### src/hw/rtl/hap_ram.sv
// hap_ram: generic single-port RAM, registered read, read-before-write.
// No dependencies.
module hap_ram #(
    parameter int WIDTH = 8,
    parameter int DEPTH = 64
) (
    input  logic                     aclk,
    input  logic                     we,
    input  logic [$clog2(DEPTH)-1:0] addr,
    input  logic [WIDTH-1:0]         wdata,
    output logic [WIDTH-1:0]         rdata
);

    logic [WIDTH-1:0] mem [DEPTH];

    always_ff @(posedge aclk) begin
        if (we) begin
            mem[addr] <= wdata;
        end
        rdata <= mem[addr];
    end

endmodule

### config.mk
export PLATFORM = sky130hd
export DESIGN_NAME = hap_ram
export DESIGN_NICKNAME = d
export VERILOG_FILES = /design/src/hw/rtl/hap_ram.sv
export SDC_FILE = /design/constraint.sdc
export NUM_CORES = 1
export LEC_CHECK = 0
export BUFFER_PORTS_ARGS = -buffer_cell sky130_fd_sc_hd__buf_2
export CAP_MARGIN = 0
export CORE_ASPECT_RATIO = 1.75
export CORE_MARGIN = 5
export CORE_UTILIZATION = 50
export CTS_BUF_LIST = sky130_fd_sc_hd__clkbuf_8
export CTS_CLUSTER_SIZE = 40
export DETAILED_ROUTE_END_ITERATION = 10
export PLACE_DENSITY = 0.75
export RECOVER_POWER = 50
export SLEW_MARGIN = 20
export SYNTH_ARGS = -nofsm -noshare
export SYNTH_HDL_FRONTEND = slang
export SYNTH_SLANG_ARGS = --single-unit
### constraint.sdc
create_clock -name aclk -period 7.64 [get_ports aclk]
set_clock_uncertainty 0.05 [all_clocks]
set_input_delay 1.528 -clock aclk [delete_from_list [all_inputs] [get_ports aclk]]
set_output_delay 1.528 -clock aclk [all_outputs]
set_load 0.05 [all_outputs]
**Word-level counts from Yosys, hierarchy flattened**

Memories as Yosys holds them, arrays and structs flattened. A register that Yosys moved wholly into a read port is not among the register bits.
Index checks and enable logic that the tools add are counted.

- Flip-flop bits (word level): 0
- Memory bits (writable): 512
- Bits of input ports: 16
- Output and inout port bits: 8
- Word-level logic and storage cells: 3
- Memories kept: 1

- Multiplexer cells: 2

Memories:

| memory | words | bits a word | rd ports | clocked after Yosys merged registers in | write ports | RTL line | source |
|---|---|---|---|---|---|---|---|
| mem | 64 | 8 | 1 | 1 | 1 | 14 | `logic [WIDTH-1:0] mem [DEPTH];` |

Operators by type and width:

| kind | count |
|---|---|
| 1-bit 2-to-1 mux | 2 |

**Logic depth before layout (Yosys ltp)**

Gate-level depths: netlist (run 1).

- Word-level depth: 2
- Mapped depth: 10
- Depth with buffers taken out: 5

**Least setup slack after synthesis (run 1)**

OpenSTA, ideal clock, no wires.

- Kind: input-to-reg
- Start point: input port addr[1]
- End point: memory mem[13][0], enable pin
- Library setup time: 370 ps
- Arrival: 3,256 ps
- Required time: 7,220 ps
- Slack: 3,963 ps
- Stages: 7
- Buffers on the path: 4
- Path through: buf_6 -> buf_6 -> nor2b_1 -> clkbuf_1 -> clkbuf_1 -> nand3_1 -> nor2_1

RTL lines:

| element | RTL line | source |
|---|---|---|
| start: declaration | 9 | `input logic [$clog2(DEPTH)-1:0] addr,` |
| end: declaration | 14 |  |

Straight into the memory's write port.

**Worst setup path after layout (run 1)**

- Start point: input port addr[0]
- End point: memory mem[29][3], enable pin

Straight into the memory's write port.

==> flow_metrics.tcl, run 1 <==
set metrics [dict create \
    p_total_mw 5.66 \
    synthesis.area_sq_um 20400 \
    rsz0062_at_grt "no" \
    synthCells 1171 \
    p_sw_mw 1.29 \
    swShare_pct 22.7 \
    ios 24 \
    grtUsageMet3_pct 4.04 \
    power.internal_mw 4.37 \
    finalInstanceArea_sq_um 22400 \
    violations "max-capacitance violations, max-slew violations" \
    grt_use_total_pct 23.4 \
    clockRootBuffer "clkbuf_8" \
    wl_per_cell_um 29.2 \
    num_rows 98 \
    clk_pin_slew_worst_paths_ns 0.07 \
    synth_top_cell_by_area "edfxtp_1" \
    ys_top_cells_by_area "edfxtp_1, mux4_2, mux2i_1" \
    synth_edf_count 512 \
    syn_avg_cell_area_sq_um 17.5 \
    yosysUniqueCellTypes 56 \
    seq_area_frac_synth_pct 76.0 \
    crit_slowest_cell "nor2b_2" \
    seqPwrFrac_pct 56.1 \
    clkSinkCount 520 \
    async_flop_share_pct 0 \
    finalCriticalPeriod_ns 4.51 \
    pwr_density_cell_nw_per_um2 253 \
    syn-num-nets 1187 \
    met2_usage_pct 40.2 \
    pwr-share-comb_pct 6.0 \
    p_leak_nw 7.12 \
    synth_top_cell_area_share_pct 75.2 \
    post-route-util_pct 55.1 \
    cts_setup_buffers 0 \
    area_growth_pct 9.60 \
    routed_wl_mm 52.9 \
    hold_viol 0 \
    drv_slew 520 \
    cp_top_family "simple AND/OR/NAND/NOR gates" \
    overflow 0 \
    gp_congestion 0.953 \
    grt_pass1_wl_mm 76.8 \
    critPathBufInv 1 \
    grt_pass1_vias 11700 \
    cp.required_ns 7.84 \
    drt_pass1_iterations 8 \
    placed_area_sq_um 21000 \
    die_w_um 163 \
    clk_latency_ns 0.64 \
    first_iter_violations 1360 \
    outcome "complete, but fails checks" \
    critical_path_arrival_ns 4.71 \
    path_max_fanout 45 \
    ctsHoldBuffers 0 \
    setup_viol 0 \
    multi_input_area_sq_um 4520 \
    core_sq_um 40700 \
    p_clk_share_pct 37.9 \
    synthFlopType "edfxtp_1" \
    slew_headroom_pct -143 \
    layout_commonest_cell "edfxtp_1" \
    fillers 3115 \
    vdd_drop_max_mv 0.113 \
    period_share_pct 59.0 \
    start_util_pct 50.2 \
    mostFrequentLayoutCells "edfxtp_1, nor2_1, clkbuf_8" \
    drc 0 \
    cts-buffers-inserted 68 \
    dpl.cell_count 1684 \
    finalWorstSetupSlack_ns 3.13 \
    end_kind "register" \
    ff_latch_area_sq_um 15500 \
    top_usage_layer "met2" \
    start_kind "input pin" \
    nets 1220 \
    drv.max_cap_violation_count 8 \
    holdWs_ns 0.609 \
    tns_ns 0 \
    htreeDepth 3 \
    place_ws_ns 2.61 \
    clk_path_buf_depth 3 \
    grt_max_degree 78 \
    antenna_found_initial 3 \
    tightest_slew_ns 3.64 \
    synth-seq-cells 520 \
    crit_type "in -> reg" \
    die_h_um 278 \
    hp-class "reg -> reg" \
    dp_hpwl_mm 32.9 \
    antenna_left 0 \
    dieArea_sq_um 45200 \
    vias 11500 \
    use_met1_pct 26.2 \
    max_stage_delay_ns 1.00 \
    stdcell_count 1811 \
    path_cells "buf_4 -> nor2b_2 -> nand3_1 -> nor2_1" \
    cts_tree "built" \
    viasPerCell 6.34 \
    post_cts_resized 0 \
    fmax_ghz 0.222 \
    yosysWarnings 0 \
    io_buffers 23 \
    layout-drive-gt1-share_pct 14.9 \
]
## final timing paths
check / start / to / cells past startpoint / slack [ns]
setup reg to reg: mem[5][3] / rdata[3] / 5 / 5.10
hold reg to reg: mem[43][6] / rdata[6] / 3 / 0.61
setup / recovery: addr[0] / mem[29][3] / 4 / 3.13
hold / removal: mem[43][6] / rdata[6] / 3 / 0.61
## cells in the mapped netlist, types with 4 or more instances
cell and instances:
o2bb2ai_1 7, a22oi_1 40, nand2b_1 24, a32oi_1 7, a221oi_1 21, o22ai_1 22, nand2_1 45, and2_1 9
nor2_1 82, o31ai_1 5, buf_1 6, a31oi_1 15, nand3_1 8, buf_6 5, a22o_1 10, mux4_2 41
edfxtp_1 512, nand3b_1 12, a21o_1 4, o21ai_0 9, a21oi_1 28, buf_4 4, mux2_2 5, a221o_1 11
o22a_1 11, a211oi_1 6, mux2i_1 63, dfxtp_1 8, and4_1 6, clkbuf_1 36, or3b_2 5, o221ai_1 9
nor2b_1 8, mux2_1 7, buf_2 30, and3_1 9
## worst reg2reg max path: cells and delay by family (launching register included)
kind,cells,cell delay [ns]
compound gates,2,0.58
simple gates,1,0.50
flops,1,0.40
mux,2,0.89
## area by class of cell
cell class	count	area share, %
sequential	520	69.3
multi-input combinational	567	20.2
clock buffer	71	4.36
tap	550	3.07
clock inverter	53	1.93
timing repair buffer	44	1.09
inverter	3	0.0502
antenna	3	0.0335
## state kept, by name, indices dropped and copies added (netlist names)
signal  cells
mem       512
rdata       8
## power by group through the flow
stage               clock network [mW]  registers [mW]  logic, mW
finish                            2.15            3.18      0.337
global route                      2.30            3.18      0.350
CTS                               2.16            3.17      0.337
detailed placement                   0            3.23      0.336
global placement                     0            3.23      0.332
floorplan                            0            3.25      0.171
## cells by family after synthesis
logic type | count (synthesis) | synth area share [%]
AND/OR/NAND/NOR | 229 | 5.71
AO/OA/AOI/OAI | 222 | 8.08
buffers and inverters | 84 | 1.98
multiplexers | 116 | 8.26
flip-flops | 520 | 76.0
## routing by layer
metal / vias up / wire length (um)
met5: - / 14
met4: 2 / 4440
met3: 200 / 4440
met2: 735 / 27400
met1: 5719 / 16600
li1: 4819 / -
Note: power is estimated with default switching activity, not from simulation.
==> inputs of run 2 (changes only) <==
- ABC_AREA: not set -> 1
- PLACE_DENSITY: 0.75 -> 0.74
- clock period: 7.64 -> 4.6 ns (I/O delays scaled with it)
==> flow_metrics.tcl, run 2 <==
set metrics [dict create \
    yosysWarnings 0 \
    reg2reg_from "mem[28][6]" \
    synthFlopType "edfxtp_1" \
    routed_wl_mm 55.6 \
    use_met1_pct 25.0 \
    cp.depth 2 \
    tns_ns 0 \
    overflow 0 \
    critical_path_arrival_ns 3.69 \
    htreeDepth 3 \
    io_buffers 23 \
    ctsHoldBuffers 0 \
    area_growth_pct 9.04 \
    vdd_drop_max_mv 0.148 \
    grt_pass1_vias 14700 \
    path_cells "clkbuf_1 -> clkbuf_1" \
    synth_top_cell_area_share_pct 69.7 \
    clockRootBuffer "clkbuf_8" \
    placed_area_sq_um 22900 \
    outcome "complete, but fails checks" \
    vias 15100 \
    yosysMostFrequentCell "nand2_1" \
    gp_congestion 0.938 \
    die_h_um 288 \
    pwr_density_cell_nw_per_um2 377 \
    seq_area_frac_synth_pct 70.5 \
    async_flop_share_pct 0 \
    yosys-top-cells-count "nand2_1, edfxtp_1, nor2_1, buf_2, inv_1" \
    dp_hpwl_mm 34.8 \
    ys_top_cells_by_area "edfxtp_1, nand2_1, nor2_1" \
    path_max_fanout 36 \
    start_util_pct 50.7 \
    slew_headroom_pct -105 \
    crit_type "in -> reg" \
    viasPerCell 5.29 \
    post-route-util_pct 55.3 \
    clk_latency_ns 0.63 \
    antenna_found_initial 2 \
    nets 2246 \
    grtUsageMet3_pct 3.86 \
    critPathBufInv 2 \
    drv.max_cap_violation_count 9 \
    grt_use_total_pct 22.8 \
    syn-num-nets 2183 \
    num_rows 101 \
    crit_slowest_cell "clkbuf_1" \
    path_common_cell "clkbuf_1" \
    fillers 3626 \
    min_path_cells 6 \
    grt_max_degree 143 \
    hp-class "reg -> reg" \
    cts_setup_buffers 0 \
    ios 24 \
    worstRegToRegCells 7 \
    finalInstanceArea_sq_um 24000 \
    end_kind "register" \
    clkSinkCount 520 \
    wl_per_cell_um 19.5 \
    met2_usage_pct 40.5 \
    syn_avg_cell_area_sq_um 10.2 \
    cts-buffers-inserted 69 \
    top_usage_layer "met2" \
    reg.largest.list "mem: 512 flops, rdata: 8 flops" \
    tightest_slew_ns 3.08 \
    drv_slew 373 \
    violations "max-capacitance violations, max-slew violations" \
    die_w_um 169 \
    hold_viol 0 \
    layout-drive-gt1-share_pct 7.90 \
    clk_pin_slew_worst_paths_ns 0.07 \
    hp-start "mem[18][6]" \
    antenna_left 0 \
    critPathLaunch "wdata[1]" \
    first_iter_violations 1659 \
    r2r_slack_ns 3.07 \
    yosysUniqueCellTypes 22 \
    cts_tree "built" \
    top_register "mem" \
    synth_top_cell_by_area "edfxtp_1" \
    synthesis.area_sq_um 22000 \
    synth_edf_count 512 \
    layout_commonest_cell "nand2_1" \
    synthCells 2167 \
    fmax_ghz 0.277 \
    synth-seq-cells 520 \
    drc 0 \
    mostFrequentLayoutCells "nand2_1, edfxtp_1, nor2_1" \
    clk_path_buf_depth 3 \
    largest_reg_flops 512 \
    cp.required_ns 4.69 \
    drt_pass1_iterations 7 \
    p_leak_nw 10.1 \
    max_stage_delay_ns 1.49 \
    dieArea_sq_um 48600 \
    core_sq_um 43500 \
    cp_top_family "buffers and inverters" \
    start_kind "input pin" \
    grt_pass1_wl_mm 84.3 \
    post_cts_resized 0 \
    setup_viol 0 \
    rsz0062_at_grt "no" \
    finalCriticalPeriod_ns 3.61 \
    period_share_pct 78.4 \
]
## run 2: cell count changes after synthesis, sizes merged, moves of 21 or more
cell	change
a221oi	-21
a22oi	-40
buf	+33
inv	+26
mux4	-41
nand2b	-24
nand2	+1339
mux2i	-63
o22ai	-22
a21oi	-28
## run 2: stage by stage
stage	instances	power (mW)	setup slack [ns]	hold WS [ns]
final	2846	9.07	0.992	0.686
after global routing	2846	9.38	0.867	0.739
after detailed placement	2725	6.01	1.21	0.701
after floorplan	2167	5.75	1.66	0.549
after CTS	2845	9.11	1.85	0.682
after global placement	2725	5.99	1.23	0.687
## run 2: logic make-up (layout without fill, tap and decap cells)
family	after synthesis	in the layout	synth area share, %
other cells	0	1	0
simple gates	1504	1504	26.0
buf+inv	131	243	3.16
compound gates	12	12	0.329
flops	520	520	70.5
## run 2: layer usage
metal | share of wire, % | vias to the layer above
met5 | 0.013 | -
met4 | 6.9 | 2
met3 | 6.2 | 168
met2 | 53 | 642
met1 | 34 | 7125
li1 | - | 7121
## run 2: power breakdown
part	total, mW	internal, mW	leakage (nW)	switching [mW]
clock	3.16	1.50	0.692	1.66
combinational	0.635	0.140	4.72	0.495
sequential	5.28	5.25	4.67	0.0265
total	9.07	6.89	10.1	2.19
## run 2: path summary, 6_finish.rpt
| kind | endpoint |
|---|---|
| worst max-delay path | mem[42][1] |
| worst min register to register | rdata[6] |
| worst max register to register | rdata[6] |
| worst min-delay path | rdata[6] |
## run 2: layout make-up
class | instances | area (sq um) | area share [%]
antenna | 1 | 2.50 | 0.0104
clock buffer | 71 | 977 | 4.07
clock inverter | 49 | 253 | 1.05
inverter | 30 | 119 | 0.494
multi-input combinational | 1516 | 5810 | 24.2
sequential | 520 | 15500 | 64.6
tap | 566 | 708 | 2.95
timing repair buffer | 93 | 629 | 2.62
## run 2: worst reg2reg max path, stage by stage, from the launching register on
cell      delay, ns
edfxtp_1       0.37
or2_2          0.28
nand3_1        0.07
nand2_1        0.07
o21ai_1        0.24
nand2_1        0.09
nor2_1         0.17
nand2_1        0.10
